[config.mk]
export PLATFORM = sky130hd
export DESIGN_NAME = c3zp_ram
export DESIGN_NICKNAME = d
export VERILOG_FILES = /design/src/hw/rtl/c3zp_ram.sv
export SDC_FILE = /design/constraint.sdc
export NUM_CORES = 2
export LEC_CHECK = 0
export BUFFER_PORTS_ARGS = -buffer_cell sky130_fd_sc_hd__buf_2
export CORE_UTILIZATION = 59
export CTS_BUF_LIST = sky130_fd_sc_hd__clkbuf_16
export DETAILED_ROUTE_END_ITERATION = 7
export PLACE_DENSITY = 0.75
export RECOVER_POWER = 100
export SLEW_MARGIN = 25
export SYNTH_ARGS = -nofsm -noshare
export SYNTH_HDL_FRONTEND = slang
export SYNTH_SLANG_ARGS = --single-unit
export TNS_END_PERCENT = 20
[constraint.sdc]
create_clock -name clk -period 3.1 [get_ports clk]
set_input_delay 0.155 -clock clk [delete_from_list [all_inputs] [get_ports clk]]
set_output_delay 0.155 -clock clk [all_outputs]
set_load 0.005 [all_outputs]
[src/hw/rtl/c3zp_ram.sv]
// generic single-write, single-read ram with registered read data
`default_nettype none

module c3zp_ram #(
  parameter int WIDTH = 8,
  parameter int DEPTH = 256
) (
  input  logic                     clk,
  input  logic                     wr_en,
  input  logic [$clog2(DEPTH)-1:0] wr_addr,
  input  logic [WIDTH-1:0]         wr_data,
  input  logic                     rd_en,
  input  logic [$clog2(DEPTH)-1:0] rd_addr,
  output logic [WIDTH-1:0]         rd_data
);

  logic [WIDTH-1:0] mem [DEPTH];

  always_ff @(posedge clk) begin
    if (wr_en) begin
      mem[wr_addr] <= wr_data;
    end
    if (rd_en) begin
      rd_data <= mem[rd_addr];
    end
  end

endmodule

`default_nettype wire

Word level (Yosys, flattened, before mapping). Memory sizes are Yosys's and may differ from the RTL's. A register that Yosys moved wholly into a read port is not among the register bits. Cells that the tools add are included.

Flip-flop bits (word level): 0. Input bits: 27. Memory bits (writable): 2048. Memories: 1.

Muxes and demuxes: 2.

Memories: mem (depth 256, bits a word 8, read ports 1, clocked after Yosys merged registers in 1, write ports 1, RTL line 17) `logic [WIDTH-1:0] mem [DEPTH];`.

Operators by type and width (number): two-way mux 1 bit (2).

Depth between registers and ports, before layout.
Depth after elaboration: 2. Mapped depth: 11. Mapped depth without buffers: 6.

Least setup slack after synthesis. No wires, ideal clock.

Path kind: input-to-reg. From: input port rd_addr[0]. To: register rd_data[2], read port of mem (data pin). Arrival time: 1962 ps. Slack: 869 ps. Required time: 2831 ps. Buffers on the path: 4. Stages: 9. Cells stage by stage: buf_6 buf_12 buf_8 buf_2 mux4_2 a22oi_1 a21oi_1 nor4_1 nor4_2.

RTL lines: start: declaration (RTL line 13) `input logic [$clog2(DEPTH)-1:0] rd_addr,`; end: declaration (RTL line 14) `output logic [WIDTH-1:0] rd_data`.

Final worst setup path.
From: input port wr_addr[1]. To: memory mem[78][1], enable pin.

RTL lines: start: declaration (RTL line 10) `input logic [$clog2(DEPTH)-1:0] wr_addr,`; end: declaration (RTL line 17).

No word-level cell before the write port.

==> flow_summary_export.csv <==
group,metric,value,unit
sta,slew_headroom,-77.0,%
sta,finalHoldViolations,0,
logic_synthesis,yosys.area_share.adder,0,%
clock_network,cts_tree,"built",
floorplan,fp.dieArea,136000,um^2
clock_network,post_cts_buffers,0,
sta,worst_pin_slew,2650,ps
sta,clock_skew,28.7,ps
critical_path,worstPathArrival,3480,ps
logic_synthesis,synth_warnings,0,
critical_path,worstPathRequired,3560,ps
status,violations,"DRC, capacitance limit, slew limit",
routing,viasPerCell,6.67,
floorplan,dieWidth,369,um
placed_design,dp_slack,-410,ps
power,leakagePower,28.2,nW
global_route,grt_usage,29.3,%
power,power_switching,12.1,mW
floorplan,core_area,134000,um^2
power,p_per_area,629,nW/um^2
critical_path,path_max_fanout,10,
logic_synthesis,synth_edf_count,2056,
floorplan,die_height,369,um
clock_network,clk_pin_slew,60,ps
logic_synthesis,netlist_area,79600,um^2
finish,final_common_cell,"edfxtp_1",
clock_network,cts_root_buf,"clkbuf_16",
clock_network,clk_latency,830,ps
routing,post_drt_wl_per_cell,31.9,um
routing,wl,196,mm
clock_network,cts_max_level,4,
power,pwr-share-comb,5.1,%
routing,final_antenna_net_count,0,
logic_synthesis,synth_cells,3733,
global_route,grt_pass1_vias,41600,
logic_synthesis,synth_area_per_cell,21.3,um^2
routing,drtIter0Drc,5889,
finish,utilization,67.4,%
sta,fin_tns_setup,0,ps
hold_path,hold_path_class,"in2reg",
power,clockPowerShare,40.6,%
finish,drive_above_1_share,22.4,%
clock_network,clockBufferDepth,3,
power,peakVddDrop,0.568,mV
placed_design,io_buffer_count,34,
floorplan,initial_core_util,59.6,%
global_route,grt_max_degree,143,
routing,drtPass1Iterations,8,
critical_path,critPathKind,"in2reg",
critical_path,reg2reg_slack,170,ps
logic_synthesis,synth-xor-area-share,0,%
logic_synthesis,seq_area_frac_synth,77.5,%
logic_synthesis,synth_top_family_by_area,"multiplexers",
clock_network,cts.sinks,2056,
finish,final_cell_count_no_fill,6150,
logic_synthesis,ys_ff_latch,2056,
global_route,grt_pass1_wl,284,mm
finish,n_fill_cell,8203,
power,sw_frac_of_total,21.4,%
power,internal_power,44.5,mW
finish,final_cell_mix,"2056 x edfxtp_1, 454 x mux4_2, 279 x nor2_1, 266 x clkbuf_1, 196 x clkbuf_16",
sta,finalSetupViolCount,0,
logic_synthesis,synthSimpleGateAreaFrac,2.63,%
floorplan,rows,134,
sta,hold_slack,66.8,ps
status,status,"finished, violations left",
power,power,56.6,mW
finish,final_area,90000,um^2
routing,vias,41000,
logic_synthesis,ys_types,54,
sta,report.final.slew_viol_count,727,
logic_synthesis,synth-main-ff-cell,"edfxtp_1",
sta,rsz0062_at_grt,"false",
global_route,grt_antenna_before_repair,17,
placed_design,place_area,84900,um^2
logic_synthesis,synth_compound_area_share,3.42,%
finish,area_growth,13.0,%
sta,fin_ws,78.5,ps
finish,fin_nets,4241,
power,p_seq_share,54.3,%
placed_design,place.gp.congestion,0.919,
global_route,overflow,0,
sta,fin_crit_sh,97.5,%
logic_synthesis,syn_nets,3760,
floorplan,ios,35,
finish,multi_input_area,16500,um^2
sta,min_period,3020,ps
run,maxCapViolations,10,
routing,drc_errors,4,
critical_path,start_kind,"input pin",
logic_synthesis,synthArstFlopShare,0,%
logic_synthesis,synth.mux.area_fraction,14.6,%
critical_path,cp-end-kind,"flip-flop",
clock_network,cts_made_buffers,194,
sta,max_freq,331,MHz
placed_design,hpwl,121,mm
finish,regArea,61700,um^2
placed_design,dp_cells,5778,
-- cell usage after synthesis, types with 2 or more instances --
cell type,count,share of area [%]
and3b_1,2,0.022
o21ai_0,10,0.063
buf_1,22,0.10
o211ai_1,10,0.094
nand2b_1,8,0.063
a22oi_1,133,1.3
nor4_2,3,0.047
buf_4,27,0.25
buf_6,21,0.30
a2111oi_0,2,0.022
mux4_1,2,0.066
o21ai_1,2,0.013
a311oi_1,2,0.022
nand3_1,34,0.21
nor2b_1,31,0.24
o22ai_1,28,0.22
clkbuf_1,111,0.52
o32ai_1,4,0.044
a31oi_1,2,0.016
mux4_2,454,13
nand3b_1,2,0.019
and2_1,6,0.047
buf_12,8,0.20
a22o_1,8,0.088
a2111oi_1,2,0.025
buf_2,31,0.19
nor2_1,282,1.3
edfxtp_1,2056,78
a211oi_1,16,0.15
buf_8,13,0.25
nor3_1,22,0.14
nand2_1,33,0.16
nor4_1,24,0.19
a21oi_1,96,0.60
o221ai_1,46,0.51
a221oi_1,13,0.14
or2_2,4,0.031
nand4_1,10,0.079
o22a_1,5,0.055
mux2i_1,134,1.7
-- per-layer routing --
layer / vias up / global-route usage, % / wire length (um)
met4: 18 / 10.5 / 7220
li1: 16700 / - / -
met5: - / 0 / 137
met3: 433 / 6.73 / 22300
met1: 21300 / 40.0 / 70600
met2: 2555 / 46.8 / 95600
-- final cells by class --
class	count	area share, %
Antenna cell	6	0.0167
Clock buffer	196	5.45
Clock inverter	162	1.41
Inverter	2	0.00834
Multi-Input combinational cell	1442	18.3
Sequential cell	2056	68.6
Tap cell	1768	2.46
Timing Repair Buffer	518	3.77
-- power by group through the flow --
stage	Combinational [mW]	Clock, mW	Sequential [mW]
2_1_floorplan	1.49	0	31.3
6_report	2.88	23.0	30.7
3_3_place_gp	2.81	0	31.3
5_1_grt	2.99	24.2	30.7
3_5_place_dp	2.87	0	31.3
4_1_cts	2.90	23.2	30.7
-- state kept, by name, summed over array words and instances, names as in the netlist --
| register | count |
|---|---|
| mem | 2048 |
| rd_data | 8 |
-- worst max-delay path, stage by stage --
cell and delay, ps:
dlygate4sd3_1 670, buf_2 310, nor2b_1 550, nand4_1 440
clkbuf_2 580, nor2_1 260, clkbuf_1 470
-- final timing paths --
path	start	endpoint	depth (start not counted)
worst max register to register	mem[139][0]$_DFFE_PP_	rd_data[0]$_DFFE_PP_	7
worst min register to register	mem[47][6]$_DFFE_PP_	rd_data[6]$_DFFE_PP_	5
worst max-delay path	wr_addr[1]	mem[78][1]$_DFFE_PP_	7
worst min-delay path	wr_addr[6]	mem[237][6]$_DFFE_PP_	3
-- logic make-up after synthesis --
logic type	Yosys count
DFF	2056
AOI/OAI and AO/OA	385
muxes	591
buffers and inverters	235
and+or+nand+nor	466
-- what timing repair did --
action                                 in CTS  in global routing
endpoints found under the hold margin     352                  0
hold buffers                                8                  0
setup endpoints to repair                   0                  1
resized for setup                           0                  1
(Power assumes the default switching activity.)
