## config.mk

```make
export PLATFORM = sky130hd
export DESIGN_NAME = c3zp_fifo
export DESIGN_NICKNAME = d
export VERILOG_FILES = /design/src/hw/rtl/c3zp_pkg.sv /design/src/hw/rtl/c3zp_fifo.sv
export SDC_FILE = /design/constraint.sdc
export NUM_CORES = 1
export LEC_CHECK = 0
export CORE_MARGIN = 4
export CORE_UTILIZATION = 30
export DETAILED_ROUTE_END_ITERATION = 8
export DONT_BUFFER_PORTS = 1
export HOLD_SLACK_MARGIN = 0.05
export MAX_ROUTING_LAYER = met4
export PLACE_DENSITY = 0.41
export SKIP_CTS_REPAIR_TIMING = 1
export SLEW_MARGIN = 15
export SYNTH_ARGS = -nofsm -noshare
export SYNTH_HDL_FRONTEND = slang
export SYNTH_SLANG_ARGS = --single-unit
```

## constraint.sdc

```tcl
create_clock -name clk -period 2.9 [get_ports clk]
set_clock_uncertainty 0.05 [all_clocks]
set_input_delay 0.29 -clock clk [delete_from_list [all_inputs] [get_ports clk]]
set_output_delay 0.29 -clock clk [all_outputs]
set_load 0.05 [all_outputs]
```

## src/hw/rtl/c3zp_pkg.sv

```systemverilog
// shared types and constants of the 3x3 convolution stream
`default_nettype none

package c3zp_pkg;

  localparam int PIX_W        = 8;
  localparam int TAP_W        = 16;
  localparam int NTAPS        = 9;
  localparam int ACC_W        = 28;
  localparam int PROD_W       = PIX_W + 1 + TAP_W;
  localparam int ROW_W        = 12;
  localparam int COL_W        = 8;
  localparam int WROW_W       = 3 * TAP_W;
  localparam int LINE_DEPTH   = 256;
  localparam int MAX_HEIGHT   = 4096;
  localparam int MIN_DIM      = 2;
  localparam int FIFO_DEPTH   = 16;
  localparam int FIFO_AW      = 4;
  localparam int JOBS         = 4;
  localparam int CFG_IDX_W    = 3;
  localparam int CFG_DATA_W   = 48;
  localparam int SHIFT_W      = 4;
  localparam int WIDTH_CFG_W  = 9;
  localparam int HEIGHT_CFG_W = 13;

  localparam logic [WROW_W-1:0]  RST_WT_TOP    = '0;
  localparam logic [WROW_W-1:0]  RST_WT_MID    = 48'h0000_1000_0000;
  localparam logic [WROW_W-1:0]  RST_WT_BOT    = '0;
  localparam logic [COL_W-1:0]   RST_WIDTH_M1  = 8'd7;
  localparam logic [ROW_W-1:0]   RST_HEIGHT_M1 = 12'd7;
  localparam logic [SHIFT_W-1:0] RST_SHIFT     = 4'd12;

  typedef enum logic [CFG_IDX_W-1:0] {
    REG_WT_TOP,
    REG_WT_MID,
    REG_WT_BOT,
    REG_WIDTH,
    REG_HEIGHT,
    REG_SHIFT,
    REG_RELU
  } c3zp_reg_t;

  typedef struct packed {
    logic [ROW_W-1:0] row;
    logic [COL_W-1:0] col;
    logic             last;
  } c3zp_tag_t;

  // one output pixel on its way through the multiply-accumulate chain
  typedef struct packed {
    logic                        valid;
    logic [NTAPS-1:0][PIX_W-1:0] pix;
    c3zp_tag_t                   tag;
    logic signed [ACC_W-1:0]     psum;
  } c3zp_job_t;

  typedef struct packed {
    logic signed [ACC_W-1:0] value;
    c3zp_tag_t               tag;
  } c3zp_result_t;

endpackage

`default_nettype wire

```

## src/hw/rtl/c3zp_fifo.sv

```systemverilog
// result queue between the accumulate chain and the output port
`default_nettype none

module c3zp_fifo import c3zp_pkg::*; (
  input  logic         clk,
  input  logic         rst,
  input  logic         push,
  input  c3zp_result_t push_data,
  input  logic         pop,
  output c3zp_result_t pop_data,
  output logic         not_empty
);

  c3zp_result_t       mem [FIFO_DEPTH];
  logic [FIFO_AW-1:0] wr_ptr;
  logic [FIFO_AW-1:0] rd_ptr;
  logic [FIFO_AW:0]   count;

  assign not_empty = (count != '0);
  assign pop_data  = mem[rd_ptr];

  always_ff @(posedge clk) begin
    if (rst) begin
      wr_ptr <= '0;
      rd_ptr <= '0;
      count  <= '0;
    end else begin
      if (push) begin
        wr_ptr <= wr_ptr + FIFO_AW'(1);
      end
      if (pop) begin
        rd_ptr <= rd_ptr + FIFO_AW'(1);
      end
      priority if (push && !pop) begin
        count <= count + (FIFO_AW+1)'(1);
      end else if (pop && !push) begin
        count <= count - (FIFO_AW+1)'(1);
      end else begin
        count <= count;
      end
    end
    if (push) begin
      mem[wr_ptr] <= push_data;
    end
  end

endmodule

`default_nettype wire

```

---- Word-level counts from Yosys, hierarchy flattened ----
Memory sizes are Yosys's and may differ from the RTL's. A register that Yosys moved wholly into a read port is not among the register bits.
Index checks and enable logic that the tools add are counted.
operators by class
  reductions and logical operators ........ 6
  add/subtract/negate cells ............... 4
  muxes and demuxes ....................... 6
operators with widths
  kind                                              count
  two-way mux 5 bit                                 2
  adder 4 x 1 -> 4 bit, second input constant       2
  two-way mux 4 bit                                 2
  adder 5 x 1 -> 5 bit, second input constant       1
  nonzero test 5 bit                                1
  subtractor 5 x 1 -> 5 bit, second input constant  1
  logical AND 1 bit                                 2
  logical NOT 1 bit                                 2
  two-way mux 1 bit                                 2
  nonzero test 2 bit                                1
word-level totals
  RAM bits ................................ 784
  output and inout bits ................... 50
  flip-flop bits (word level) ............. 13
  memories ................................ 1
  word-level logic and storage cells ...... 20
memories
  memory  words  bits a word  read ports  clocked after Yosys merged registers in  write ports  line             source
  mem     16     49           1           1                                        1            c3zp_fifo.sv:14  c3zp_result_t mem [FIFO_DEPTH];

---- Depth between registers and ports, before layout ----
Gate-level depths: netlist (run 1).
  word-level depth ........................ 4
  mapped depth ............................ 8

---- Worst setup path after synthesis (run 1) ----
No wires, ideal clock.
  path kind ............................... input to register
  start point ............................. input port push
  end point ............................... memory mem[0][0] (netlist bit) (enable)
  arrival ................................. 2039 ps
  path buffers ............................ 1
  required time ........................... 2439 ps
  stages .................................. 3
  slack ................................... 400 ps
  path through ............................ clkbuf_1 > nor3b_1 > and2_1
on the way
  word-level cells in the longest chain between the ends .. 2
RTL lines
  item                                     line             source
  start, declared                          c3zp_fifo.sv:7   input logic push,
  two-way mux 1 bit                        c3zp_fifo.sv:42  if (push) begin
  two-way mux 1 bit (not written as such)  c3zp_fifo.sv:43  mem[wr_ptr] <= push_data;
  end, declared                            c3zp_fifo.sv:14
Every way passes these cells.

==> flow_summary.ini, run 1 <==
[placement]
hpwl_um = 41070
io_buffers = 0
dpl-instance-area_um2 = 32670
place.gp.congestion = 0.6837

[critical_path]
path_class = flop to output pin
crit_chain = buf_16, buf_16, mux4_2, a22oi_2, nand2_1, buf_4
cp_data_arrival_time_ns = 2.55
crit_family = buffers and inverters
worst_ep_required_time_ns = 2.56
cp_common_cell = buf_16
crit_path_top_delay_cell = mux4_2
startpoint_type = flop
timing.critical_path.buf_inv = 3
end_kind = output pin
max_stage_delay_ns = 0.52
cp_max_fo = 15

[yosys]
syn_inst = 1299
syn_area_um2 = 30160
yosysTopAreaCell = edfxtp_1
avgSynthCellArea_um2 = 23.22
yosys-top-cells-area = edfxtp_1 (78%), mux4_2 (15%), a22oi_1 (2.4%), dfxtp_1 (1.1%), nand2_1 (0.67%)
synth-seq-area-share_pct = 79.20
synth_top_area_share_pct = 78.07
synth_cell_types = 33
syn-num-nets = 1362
synth-seq-cells = 801
yosys_warnings = 0

[floorplanning]
chipHeight_um = 325.1
row_count = 116
die_area_um2 = 105700
die_w_um = 325.1
io_pins = 103
initial_core_util_pct = 30.20
core_um2 = 99860

[timing]
rsz0062_at_grt = yes
finalSetupViolCount = 0
maxSlewHeadroom_pct = 54.67
max_freq_mhz = 346.0
hold_viol = 0
min_period_ns = 2.890
post-route-period-util_pct = 99.66
maxSlewViolCount = 0
worst_pin_slew_ns = 0.6777

[cells_and_area]
nNetsFinal = 1572
syn2layout_area_growth_pct = 22.97
fin_area_um2 = 37080
drive_above_1_share_pct = 34.11
final-seq-area_um2 = 23890
final_cell_mix = edfxtp_1 (784), mux4_2 (196), clkbuf_16 (97), buf_4 (70), a22oi_1 (60)
fillerInstances = 9037
final_common_cell = edfxtp_1
multiInputGateArea_um2 = 6220

[routing]
drc = 0
drt_iter0_drc = 967
ant_nets = 0
wire_per_inst_um = 26.94
viasPerCell = 4.850
first_pass_iters = 5
routed_wl_um = 77770
vias = 14002

[flow_run]
maxCapViolCount = 0

[clock_tree]
clkLatencyLatePin_ns = 0.64
clockRootBuffer = clkbuf_16
cts_tree = yes
clock_path_buffers = 3
clk_pin_slew_ns = 0.06
htree_levels = 3
clock-sinks = 801
cts_buffers = 90

[global_route]
grt_usage_pct = 14.80
grt.overflow.total = 0
grt_max_degree = 68
grt_antenna_before_repair = 7
grt_pass1_vias = 14924
grt_pass1_wl_um = 109600

[worst_hold_path]
hp-class = input pin to flop

[power]
power_density_nw_per_um2 = 736.5
leakagePower_nw = 11.66
ir_worst_vdd_v = 0.0004012
power.total_w = 0.02731

[status]
outcome = finished, final reports clean
layer usage:
metal | GRT usage, % | part of all wire [%] | vias to the layer above
met5 | - | 0 | -
met4 | 3.091 | 1.3 | 0
met3 | 4.290 | 4.9 | 93
met2 | 23.56 | 48 | 300
met1 | 19.02 | 46 | 7621
li1 | - | - | 5988
worst paths after layout:
kind              from      endpoint  slack [ns]  cells after the start
max reg2reg  wr_ptr[2]     mem[1][8]        0.80                      3
min reg2reg   count[2]      count[2]        0.49                      2
min               push      count[0]        0.11                      3
max               flop  pop_data[47]        0.01                      6
area by class of cell:
type                            instances  share of cell area, %
Inverter                                4                0.04049
Clock buffer                          117                  6.627
Timing Repair Buffer                  187                  5.959
Antenna cell                            6                0.04049
Sequential cell                       801                  64.42
Clock inverter                         49                  1.758
Multi-Input combinational cell        425                  16.77
Tap cell                             1298                  4.380
synth_stat cells (all sizes together):
library cell and instances:
and3b 1, nor4bb 1, inv 4, xnor2 3, xor2 5, nand2 54
a21o 1, and2 17, mux2 1, ha 9, fa 1, clkbuf 37
buf 32, a211oi 1, and3 1, a21oi 3, mux4 196, nor2b 3
nand3 1, edfxtp 784, nor2 19, mux2i 3, nand4 2, nor4 1
nor3b 1, a31oi 1, a22oi 98, or3 1, nor3 1, dfxtp 17
kinds of logic (layout without fill, tap and decap cells):
group,after synthesis,count (layout),share of synthesized area (%)
multiplexers,200,200,14.77
AO/OA/AOI/OAI,104,104,2.560
other,0,6,0
AND/OR/NAND/NOR,103,103,1.548
adder cells (fa/ha/maj),10,10,0.4398
XOR/XNOR,8,8,0.2324
buffers and inverters,73,357,1.249
flip-flops,801,801,79.20
state kept, by name, indices dropped and copies added, names as in the netlist, named ones only:
name	flops
wr_ptr	4
rd_ptr	4
count	5
mem	784
power by group:
| group | internal [W] | switching, W |
|---|---|---|
| clock network | 0.00732 | 0.00462 |
| logic | 0.00101 | 0.00143 |
| registers | 0.0129 | 0.0000573 |
| total | 0.0212 | 0.00611 |
worst register-to-register path, stage by stage, from the launching register on:
cell	delay, ns
dfxtp_1	0.35
nor3b_1	0.44
and2_4	0.61
buf_4	0.33
per-stage QoR:
step	std cells	worst slack, ns	hold WS, ns	utilization, %	setup TNS [ns]
6_report	2887	0.009743	0.1136	37.14	0
5_1_grt	2887	-0.1122	0.1642	37.14	-2.305
4_1_cts	2794	-0.2114	-0.3820	35.83	-4.975
3_5_place_dp	2628	0.4921	0.3141	32.71	0
3_3_place_gp	2628	0.4874	0.3164	32.71	0
2_1_floorplan	1299	0.4000	0.3389	-	0
Power figures use the tool's default switching activity.
==> inputs of run 2 (changes only) <==
Settings changed: SETUP_SLACK_MARGIN set to 0.15.
==> run 2 against run 1 <==
  * Clock power about the same
  * Final area increased by 0.75%
  * First-iteration DRC count up 7.2%
  * Sequential cell count stayed put
  * Final cell count is 0.35% higher
  * Sequential power barely moved
  * Critical endpoint is now pop_data[17]
  * Via count up 0.51%
==> flow_summary.ini, run 2 (same netlist as run 1, synthesis figures left out) <==
[status]
outcome = finished, final reports clean

[critical_path]
r2r_slack_ns = 0.80
cp_data_arrival_time_ns = 2.51
worst_ep_required_time_ns = 2.56
reg2reg_from = wr_ptr[2]
cp_max_fo = 6
startpoint_type = flop
worst_r2r_path_depth = 3
end_kind = output pin
path_class = flop to output pin
timing.rr.end = mem[1][8]

[global_route]
grt_antenna_before_repair = 6
busiest_layer = met2
grt_max_degree = 68
grt_usage_pct = 14.80
grt_use_met3_pct = 4.290
grt.overflow.total = 0
grt_pass1_wl_um = 109600
grt_pass1_vias = 14924
met1_usage_pct = 19.02
met2_usage_pct = 23.56

[clock_tree]
clockRootBuffer = clkbuf_16
clk_pin_slew_ns = 0.06
clock_path_buffers = 3
cts_tree = yes
htree_levels = 3
clkLatencyLatePin_ns = 0.64
cts_buffers = 90
clock-sinks = 801

[timing]
setup_tns_ns = 0
max_freq_mhz = 350.5
min_period_ns = 2.853
worst_pin_slew_ns = 0.6697
rsz0062_at_grt = yes
maxSlewHeadroom_pct = 55.21
post-route-period-util_pct = 98.37
finalSetupViolCount = 0
maxSlewViolCount = 0
hold_viol = 0
whs_ns = 0.1150

[placement]
hpwl_um = 41070
place.gp.congestion = 0.6837
dpl-instance-area_um2 = 32670
io_buffers = 0

[power]
power.total_w = 0.02741
comb_power_share_pct = 9.2
ir_worst_vdd_v = 0.0004011
p_clk_share_pct = 43.6
p_int_w = 0.02127
switching_share_pct = 22.40
p_sw_w = 0.006138
pwr-share-seq_pct = 47.2
power_density_nw_per_um2 = 733.6
leakagePower_nw = 11.76

[routing]
ant_nets = 0
drc = 0
vias = 14073
routed_wl_um = 78370
first_pass_iters = 5
viasPerCell = 4.858
wire_per_inst_um = 27.05
drt_iter0_drc = 1037

[worst_hold_path]
worstHoldStart = push
hold_path_depth = 3
hp-class = input pin to flop
min_to = count[0]

[cells_and_area]
reg_top3 = mem (784), count (5)
final_core_util_pct = 37.41
largest-register = mem
syn2layout_area_growth_pct = 23.89
final_common_cell = edfxtp_1
final_cell_mix = edfxtp_1 (784), mux4_2 (196), clkbuf_16 (99), buf_4 (66), dlygate4sd3_1 (52)
fin_area_um2 = 37360
nNetsFinal = 1583
fillerInstances = 9009
drive_above_1_share_pct = 35.45
largest_reg_flops = 784

[floorplanning]
core_um2 = 99860
die_w_um = 325.1
row_count = 116
die_area_um2 = 105700
chipHeight_um = 325.1
io_pins = 103
initial_core_util_pct = 30.20

[flow_run]
maxCapViolCount = 0
run 2: cell count changes in the layout (fill, tap and decap cells not counted), sizes merged:
cell,delta
buf,+10
clkbuf,+1
diode,-1
run 2: worst max-delay path by stage:
stage / from / to / slack [ns] / cells past startpoint
floorplan: push / mem[0][0] / 0.40 / 3
detailed placement: flop / pop_data[31] / 0.49 / 6
CTS: flop / pop_data[31] / -0.21 / 6
global route: flop / pop_data[39] / -0.08 / 7
global placement: flop / pop_data[47] / 0.49 / 6
finish: flop / pop_data[17] / 0.05 / 6
run 2: power groups by stage:
stage | logic, W | registers (W) | clock network [W]
after floorplan | 0.00149 | 0.0132 | 0
after global placement | 0.00206 | 0.0132 | 0
after detailed placement | 0.00206 | 0.0132 | 0
after CTS | 0.00206 | 0.0129 | 0.0123
after global routing | 0.00272 | 0.0129 | 0.0128
final | 0.00253 | 0.0129 | 0.0119
run 2: cell type report:
class,count,area (um2),share of cell area (%)
Antenna cell,5,12.51,0.03349
Sequential cell,801,23890,63.95
Tap cell,1298,1624,4.347
Clock inverter,49,651.9,1.745
Inverter,4,15.01,0.04019
Multi-Input combinational cell,425,6295,16.85
Timing Repair Buffer,198,2415,6.464
Clock buffer,117,2457,6.577
run 2: routing by layer:
layer  wire length (um)  vias to the layer above
met1              35620                     7701
met3               3717                       92
li1                   -                     6002
met4               1057                        0
met2              37970                      278
met5                  0                        -
run 2: metrics by stage:
| stage | std cells | worst slack, ns |
|---|---|---|
| 2_1_floorplan | 1299 | 0.4000 |
| 3_3_place_gp | 2628 | 0.4874 |
| 3_5_place_dp | 2628 | 0.4921 |
| 4_1_cts | 2794 | -0.2114 |
| 5_1_grt | 2897 | -0.08012 |
| 6_report | 2897 | 0.04731 |
run 2: critical path: stages (launching register included):
cell	delay, ns
dfxtp_4	0.42
buf_6	0.16
buf_6	0.14
clkbuf_16	0.16
mux4_2	0.48
a22oi_1	0.24
nand2_2	0.26
