--- config.mk ---
export PLATFORM = sky130hd
export DESIGN_NAME = c3zp_cell
export DESIGN_NICKNAME = d
export VERILOG_FILES = /design/src/hw/rtl/c3zp_pkg.sv /design/src/hw/rtl/c3zp_cell.sv
export SDC_FILE = /design/constraint.sdc
export NUM_CORES = 1
export LEC_CHECK = 0
export BUFFER_PORTS_ARGS = -buffer_cell sky130_fd_sc_hd__buf_2
export CAP_MARGIN = 10
export CORE_MARGIN = 5
export CORE_UTILIZATION = 55
export CTS_CLUSTER_DIAMETER = 60
export CTS_CLUSTER_SIZE = 16
export DETAILED_ROUTE_END_ITERATION = 10
export GPL_TIMING_DRIVEN = 0
export PLACE_DENSITY = 0.84
export RECOVER_POWER = 100
export SLEW_MARGIN = 20
export SYNTH_ARGS = -nofsm -noshare
export SYNTH_HDL_FRONTEND = slang
export SYNTH_SLANG_ARGS = --single-unit
--- constraint.sdc ---
create_clock -name clk -period 11.07 [get_ports clk]
set_input_delay 2.214 -clock clk [delete_from_list [all_inputs] [get_ports clk]]
set_output_delay 2.214 -clock clk [all_outputs]
set_load 0.1 [all_outputs]
--- src/hw/rtl/c3zp_pkg.sv ---
// shared types and constants of the 3x3 convolution stream
`default_nettype none

package c3zp_pkg;

  localparam int PIX_W        = 8;
  localparam int TAP_W        = 16;
  localparam int NTAPS        = 9;
  localparam int ACC_W        = 28;
  localparam int PROD_W       = PIX_W + 1 + TAP_W;
  localparam int ROW_W        = 12;
  localparam int COL_W        = 8;
  localparam int WROW_W       = 3 * TAP_W;
  localparam int LINE_DEPTH   = 256;
  localparam int MAX_HEIGHT   = 4096;
  localparam int MIN_DIM      = 2;
  localparam int FIFO_DEPTH   = 16;
  localparam int FIFO_AW      = 4;
  localparam int JOBS         = 4;
  localparam int CFG_IDX_W    = 3;
  localparam int CFG_DATA_W   = 48;
  localparam int SHIFT_W      = 4;
  localparam int WIDTH_CFG_W  = 9;
  localparam int HEIGHT_CFG_W = 13;

  localparam logic [WROW_W-1:0]  RST_WT_TOP    = '0;
  localparam logic [WROW_W-1:0]  RST_WT_MID    = 48'h0000_1000_0000;
  localparam logic [WROW_W-1:0]  RST_WT_BOT    = '0;
  localparam logic [COL_W-1:0]   RST_WIDTH_M1  = 8'd7;
  localparam logic [ROW_W-1:0]   RST_HEIGHT_M1 = 12'd7;
  localparam logic [SHIFT_W-1:0] RST_SHIFT     = 4'd12;

  typedef enum logic [CFG_IDX_W-1:0] {
    REG_WT_TOP,
    REG_WT_MID,
    REG_WT_BOT,
    REG_WIDTH,
    REG_HEIGHT,
    REG_SHIFT,
    REG_RELU
  } c3zp_reg_t;

  typedef struct packed {
    logic [ROW_W-1:0] row;
    logic [COL_W-1:0] col;
    logic             last;
  } c3zp_tag_t;

  // one output pixel on its way through the multiply-accumulate chain
  typedef struct packed {
    logic                        valid;
    logic [NTAPS-1:0][PIX_W-1:0] pix;
    c3zp_tag_t                   tag;
    logic signed [ACC_W-1:0]     psum;
  } c3zp_job_t;

  typedef struct packed {
    logic signed [ACC_W-1:0] value;
    c3zp_tag_t               tag;
  } c3zp_result_t;

endpackage

`default_nettype wire

--- src/hw/rtl/c3zp_cell.sv ---
// one multiply-accumulate cell of the convolution chain
`default_nettype none

module c3zp_cell import c3zp_pkg::*; (
  input  logic                    clk,
  input  logic                    rst,
  input  logic signed [TAP_W-1:0] tap,
  input  c3zp_job_t               job_in,
  output c3zp_job_t               job_out
);

  logic signed [PROD_W-1:0]    prod;
  logic                        valid;
  logic [NTAPS-1:0][PIX_W-1:0] pix;
  c3zp_tag_t                   tag;
  logic signed [ACC_W-1:0]     psum;

  // this cell always works on the lowest pixel slot
  assign prod = $signed({1'b0, job_in.pix[0]}) * tap;

  always_ff @(posedge clk) begin
    if (rst) begin
      valid <= 1'b0;
    end else begin
      valid <= job_in.valid;
    end
    pix  <= job_in.pix >> PIX_W;
    tag  <= job_in.tag;
    psum <= job_in.psum + ACC_W'(prod);
  end

  always_comb begin
    job_out.valid = valid;
    job_out.pix   = pix;
    job_out.tag   = tag;
    job_out.psum  = psum;
  end

endmodule

`default_nettype wire

Word level (Yosys, flattened, before mapping)
Index checks and enable logic that the tools add are counted.
{ "classes": {"addsub": 1, "n_mul": 1} }
{ "ops": {"columns": ["cell", "n"], "rows": [
  ["$add A28 B25 Y28", 1],
  ["$mul A9 B16 Y25", 1]
]} }
{ "word_totals": {"register_bits": 114, "inputBits": 140} }

Logic depth before layout (Yosys ltp)
Gate-level depths: netlist of run 1.
{ "logic_depth": {"depth_word": 2, "mapped_depth": 20} }

Worst setup path after synthesis of run 1
OpenSTA, ideal clock, no wires.
{ "synth_path": {"path_type": "input to register", "from": "input port job_in[51] (netlist bit)", "to": "register psum[26]", "arrival_ps": 6791, "slack_ps": 4207, "path_stages": 19, "path_buffers": 2, "cell_sequence": "clkbuf_1 > nand2_1 > fa_1 > inv_1 > fa_1 > fa_1 > fa_1 > inv_1 > fa_1 > inv_1 > ha_1 > buf_6 > nand2_4 > nand2b_1 > a21o_1 > a221o_1 > a31o_1 > a311oi_2 > xnor2_1"} }
{ "synth_between": {"elab_chain_len": 2} }
{ "synth_lines": {"columns": ["element", "line", "source"], "rows": [
  ["from (decl)", "c3zp_cell.sv:8", "input c3zp_job_t job_in,"],
  ["$mul A9 B16 Y25", "c3zp_cell.sv:19", "assign prod = $signed({1'b0, job_in.pix[0]}) * tap;"],
  ["$add A28 B25 Y28", "c3zp_cell.sv:29", "psum <= job_in.psum + ACC_W'(prod);"],
  ["to (signal assigned)", "c3zp_cell.sv:29", null],
  ["to (decl)", "c3zp_cell.sv:16", "logic signed [ACC_W-1:0] psum;"]
]} }
No other way between the ends.
A chain may end at the register's enable or synchronous reset.

Worst setup path in the final report of run 1
{ "layout_path": {"from": "input port job_in[49] (netlist bit)", "to": "register psum[19]"} }
Same word-level chain as after synthesis.

==> results of run 1 <==
[routing by layer]
layer  global-route usage [%]  wire (µm)  share of wire, %  vias to the layer above
li1                         -          -                 -                     2956
met3                     6.61       1330               6.7                       26
met4                     5.09        280               1.4                        0
met2                     45.1      10800                54                      192
met5                        0          0                 0                        -
met1                     27.4       7590                38                     3024
[state kept, by name (all words and copies together), names as in the netlist]
register  cells
psum         28
valid         1
job_out      85
[layout by cell type, fill, tap and decap left out, types with 4 or more instances in the layout]
cell / synthesis / routed
clkbuf_16: 0 / 17
a21o_1: 11 / 11
xnor2_1: 13 / 13
clkinv_2: 0 / 6
buf_2: 3 / 138
clkbuf_1: 11 / 130
o21ai_1: 11 / 4
o21a_1: 5 / 5
conb_1: 1 / 8
and2_1: 75 / 74
nand2_1: 70 / 70
xor2_1: 12 / 12
o21ai_0: 3 / 10
buf_4: 9 / 9
dfxtp_1: 114 / 114
nor2_1: 14 / 14
a21oi_1: 23 / 26
a211oi_1: 3 / 4
inv_1: 179 / 179
ha_1: 61 / 61
nand3_1: 10 / 10
fa_1: 128 / 128
[cell type report]
cell class / instances / area share (%)
multi-input combinational: 486 / 50.3
sequential: 114 / 22.8
timing repair buffer: 253 / 11.2
inverter: 179 / 6.71
clock inverter: 10 / 0.612
clock buffer: 21 / 4.70
buffer: 25 / 1.37
tap: 184 / 2.30
[worst max-delay path by stage]
stage / end / slack (ns) / cells after the start
finish: psum[19] / 3.39 / 20
CTS: psum[26] / 3.90 / 20
detailed placement: psum[26] / 3.52 / 20
global placement: psum[26] / 3.62 / 20
global route: psum[19] / 3.03 / 20
floorplan: psum[26] / 4.21 / 19
[cells by family after synthesis]
logic type | after synthesis | share of synthesized area (%)
other cells | 1 | 0.0461
buf+inv | 204 | 9.97
xor+xnor | 25 | 2.69
compound gates | 82 | 7.02
fa+ha+maj | 189 | 40.9
simple gates | 182 | 11.3
flops | 114 | 28.1
[through the flow]
stage                     util [%]  setup slack (ns)
after floorplan                  -              4.21
after global placement        66.4              3.62
after detailed placement      66.4              3.52
after CTS                     70.1              3.90
after global routing          68.9              3.03
final                         68.9              3.39
[worst max-delay path, stage by stage]
cell and delay [ns]:
clkbuf_1 0.34, clkbuf_1 0.44, nand2_1 0.15, fa_1 0.55, inv_1 0.06, fa_1 0.50, fa_1 0.51, fa_1 0.49
inv_1 0.05, fa_1 0.47, inv_1 0.04, ha_1 0.26, clkbuf_1 0.28, nand2_1 0.17, nor2_1 0.21, o2111ai_1 0.17
a21oi_1 0.40, o21ai_0 0.25, a31oi_1 0.24, xor2_1 0.19
==> key figures, run 1 <==
STA
  – Achievable Freq: 130 MHz
  – Fin. max-slew vios: 0
  – Final setup vio count: 0
  – Slew at the pin closest to its max-slew limit: 1.32 ns
  – Setup TNS: 0 ns
  – Hold Slack: 1.92 ns
  – Final hold vios: 0
  – Unrepaired setup endpoints after global routing: no
  – Period utilisation layout: 69.4%
  – Rel. slew slack: 12.2%
  – Crit path time final: 7.68 ns

Drt
  – Wire length per cell: 15.8 µm
  – Routed vias/inst: 4.87
  – Initial DRC count: about 320
  – DRT Pass-1 Iters: 4
  – Final wirelength: 20000 µm
  – Via count: between 6000 and 7000
  – DRC Markers: 0
  – Final ANT Viol Nets: 0

Global route
  – Number of global-route vias before repair: 6990
  – Antenna violations before repair: 0
  – Largest net degree at the start of global routing: 17
  – GRT Total Usage: about a quarter
  – Global-route wire length before repair: around 34000 µm
  – Remaining global-route overflow: 0

Min path
  – Hold Crit Depth: 1
  – Hold EP: job_out[107]
  – Hold_sp: job_in[115]
  – Worst hold path class: input port to register

Clocking
  – Clock sink total: around 110
  – CTS root buf: clkbuf_16
  – Post-CTS Setup Repair Bufs: 0
  – Clock Pin Slew Worst Setup and Hold Paths: 0.05 ns
  – CTS H-tree lvls: 4
  – CTS tree: built
  – CTS buffer count: 17
  – Clock buffer depth: 2
  – Post-cts sizing count: 0
  – Hold-fix buffers, CTS: 0

Die
  – Die area: about 0.017 mm²
  – Initial core utilization: 56.0%
  – Ports: 262
  – Chip Height: 132 µm
  – Placeable Area: 0.0145 mm²
  – Chip width: 132 µm
  – Rows: between 40 and 50

Setup path
  – Crit path capture type: register
  – Max FO, Critical Path: 10
  – Required time worst endpoint: approximately 11 ns
  – Crit. Startpoint: job_in[49]
  – Kind of critical path: input port to register
  – Worst Path Arrival: 7.98 ns
  – Critical path launch point type: input port

Cells and area
  – Multi-input gate area: 0.00504 mm²
  – Post-Layout Cell Count: roughly 1300
  – Nets: 1405
  – Synth-to-Final Area Change: 23.1%
  – Antenna diode count: 0
  – Fill cells: 1239
  – Share of layout cells above drive strength 1: 16.6%
  – Final instance area: around 0.01 mm²
  – Reg area: 0.00228 mm²

Yosys
  – Synth Cell Area: roughly 0.0081 mm²
  – Syn_area_per_cell: between 10 and 15 µm²
  – Synthesized instance count: 797
  – Sequential area share after synthesis: 28.1%
  – Post-synth cell types: 43
  – Cell with the most instances after synthesis: inv_1
  – Synth top area share: a little under a third
  – Cell type with the largest total area after synthesis: fa_1
  – Largest cells by area after synthesis: fa_1 (32%), dfxtp_1 (28%), ha_1 (9.4%), inv_1 (8.3%), and2_1 (5.8%)
  – Async SR Flop Fraction: 0%
  – EDFF count, synth: 0
  – Post-synth top cells: inv_1 (179), fa_1 (128), dfxtp_1 (114), and2_1 (75), nand2_1 (70)
  – Synth warn: 0
  – Top FF cell, synth: dfxtp_1
  – Post-synthesis register bit count: 114

Place
  – Post-DP HPWL: 17400 µm
  – IO Port Bufs: 253
  – Inst Count DP: ~1200
  – Placer Congestion: 0.908
  – Placed inst area: 0.00966 mm²

Job
  – Max cap viols: 0

Run status
  – Status: complete, no violations
Power of run 1 is not shown: default switching activity piles up to over one toggle a cycle in this logic, so the estimate is an artifact.
==> run 2: changes to the inputs <==
--- a/config.mk
+++ b/config.mk
@@ -8,12 +8,12 @@
 export BUFFER_PORTS_ARGS = -buffer_cell sky130_fd_sc_hd__buf_2
 export CAP_MARGIN = 10
 export CORE_MARGIN = 5
-export CORE_UTILIZATION = 55
+export CORE_UTILIZATION = 52
 export CTS_CLUSTER_DIAMETER = 60
 export CTS_CLUSTER_SIZE = 16
 export DETAILED_ROUTE_END_ITERATION = 10
 export GPL_TIMING_DRIVEN = 0
-export PLACE_DENSITY = 0.84
+export PLACE_DENSITY = 0.79
 export RECOVER_POWER = 100
 export SLEW_MARGIN = 20
 export SYNTH_ARGS = -nofsm -noshare
==> constraint.sdc (replaced) <==
create_clock -name clk -period 7.3 [get_ports clk]
set_input_delay 1.46 -clock clk [delete_from_list [all_inputs] [get_ports clk]]
set_output_delay 1.46 -clock clk [all_outputs]
set_load 0.1 [all_outputs]
==> run 2 against run 1 <==
Final cell count up 2.2%. Die area increased by 5.3%. Count of clock-buffer cells in the layout fell by 3. Flip-flop and latch count unchanged. Wire length shrank 0.28%. Via count increased by 1.1%. Sequential share of layout area down 0.40 points. Non-clock buffer count stayed put. Final area up 1.8%. Critical endpoint is now psum[23]. Highest routed layer unchanged.
==> key figures, run 2 (synthesis gave the netlist of run 1 again) <==
Global route
  – Number of global-route vias before repair: 7013 (+0.33%)
  – Global-route wire length before repair: 32700 µm (-2.8%)
  – Largest net degree at the start of global routing: 17 (unchanged)
  – GRT Total Usage: 22.7% (-1.4 points)
  – GRT Max-Usage Layer: met2
  – GR Util met2: 42.5% (-2.6 points)
  – Antenna violations before repair: 0 (unchanged)
  – M1 GR Usage: 26.0% (-1.4 points)
  – Remaining global-route overflow: 0 (unchanged)
  – Grt met3 use: 5.51% (-1.1 points)

Cells and area
  – Antenna diode count: 0 (unchanged)
  – Fill cells: 1318 (+6.4%)
  – Post-Layout Cell Count: 1300 (+2.2%)
  – Commonest non-fill, non-tap cell in the layout: inv_1
  – Share of layout cells above drive strength 1: 17.1% (+0.44 points)
  – Synth-to-Final Area Change: 25.3%
  – Flip-flop count of the largest register after layout: 85 (unchanged)
  – Final instance area: 0.0102 mm² (+1.8%)
  – Nets: 1405 (unchanged)
  – Commonest non-fill, non-tap cells in the layout: inv_1 (179), buf_2 (138), clkbuf_1 (129)

STA
  – Unrepaired setup endpoints after global routing: no
  – Setup TNS: 0 ns (unchanged)
  – Fin. max-slew vios: 0 (unchanged)
  – Crit path time final: just under 7 ns
  – Worst setup margin: 0.578 ns (-2.81 ns)
  – Slew at the pin closest to its max-slew limit: 1.25 ns (-0.0749 ns)
  – Rel. slew slack: 17.2% (+5.0 points)
  – Final hold vios: 0 (unchanged)
  – Achievable Freq: 149 MHz
  – Final setup vio count: 0 (unchanged)
  – Period utilisation layout: roughly 92%

Drt
  – Wire length per cell: 15.4 µm (-2.4%)
  – Routed vias/inst: 4.82 (-1.1%)
  – Final ANT Viol Nets: 0 (unchanged)
  – DRT Pass-1 Iters: 6 (+2)
  – DRC Markers: 0 (unchanged)
  – Via count: 6266 (+1.1%)
  – Final wirelength: 20000 µm (-0.28%)
  – Initial DRC count: 340 (+5.9%)

Setup path
  – Critical path launch point type: input port
  – Worst-path cell chain: clkbuf_1 -> clkbuf_1 -> nand2_1 -> fa_1 -> inv_1 -> fa_1 -> fa_1 -> fa_1 -> inv_1 -> fa_1 -> inv_1 -> ha_1 -> buf_2 -> nand2_1 -> nor2_1 -> o2111ai_1 -> a21oi_1 -> o21ai_0 -> o21ai_1 -> xor2_1
  – Crit path capture type: register
  – Most used cell, CP: fa_1
  – Required time worst endpoint: 7.61 ns (-3.77 ns)
  – Slowest stage delay, CP: 0.55 ns (about the same)
  – Slowest stage cell, crit path: fa_1
  – Max FO, Critical Path: 10 (unchanged)
  – Worst Path Arrival: 7.04 ns (-0.94 ns)
  – Kind of critical path: input port to register

Place
  – IO Port Bufs: 253 (unchanged)
  – Inst Count DP: 1268 (+2.2%)
  – Pre-CTS WS: 0.511 ns (-3.01 ns)
  – Placed inst area: 0.00969 mm² (+0.35%)
  – Post-DP HPWL: 17000 µm (-2.2%)
  – Placer Congestion: 0.900 (-0.85%)

Clocking
  – CTS tree: built
  – Clock sink total: 114 (unchanged)
  – Post-CTS Setup Repair Bufs: 0 (unchanged)
  – Hold-fix buffers, CTS: 0 (unchanged)
  – Clock buffer depth: 2 (unchanged)
  – CTS H-tree lvls: 4 (unchanged)
  – Clock Pin Slew Worst Setup and Hold Paths: 0.06 ns (about the same)
  – CTS buffer count: 17 (unchanged)
  – CTS root buf: clkbuf_16
  – Post-cts sizing count: 0 (unchanged)

Die
  – Chip Height: 135 µm (+2.6%)
  – Initial core utilization: 53.3% (-2.7 points)
  – Rows: 45 (+2.3%)
  – Placeable Area: 0.0153 mm² (+5.0%)
  – Die area: 0.0182 mm² (+5.3%)
  – Chip width: 135 µm (+2.6%)
  – Ports: 262 (unchanged)

Job
  – Max cap viols: 0 (unchanged)

Min path
  – Worst hold path class: input port to register

Run status
  – Status: complete, no violations
==> run 2: final timing paths <==
check	from	to	depth (start not counted)
max	job_in[49]	psum[23]	20
min	job_in[68]	job_out[60]	1
==> run 2: layout make-up <==
| class | instances | area (µm²) | area share [%] |
|---|---|---|---|
| multi-input cells | 486 | 5050 | 49.6 |
| clock inverters | 14 | 225 | 2.21 |
| well taps | 211 | 264 | 2.59 |
| clock buffers | 18 | 439 | 4.31 |
| plain buffers | 25 | 139 | 1.36 |
| repair buffers | 253 | 1120 | 11.0 |
| flip-flops and latches | 114 | 2280 | 22.4 |
| inverters | 179 | 672 | 6.59 |
==> run 2: worst max-delay path, delay by kind of cell <==
kind,cells,cell delay (ns)
AOI/OAI and AO/OA,4,1.02
xor gates and xnor gates,1,0.19
adders and majority gates,6,2.77
buffers and inverters,6,1.10
and+or+nand+nor,3,0.48
==> run 2: per-layer routing <==
| layer | part of all wire (%) | vias up |
|---|---|---|
| met2 | 55 | 224 |
| met4 | 1.7 | 0 |
| met1 | 37 | 3059 |
| met5 | 0 | - |
| li1 | - | 2955 |
| met3 | 6.6 | 28 |
==> run 2: per-stage QoR <==
stage               hold slack, ns  utilization (%)
finish                        1.16             66.8
global route                  1.14             66.8
CTS                           1.14             67.9
detailed placement            1.56             63.5
global placement              1.56             63.5
floorplan                     1.49                -
Power of run 2 is left out for the same reason.
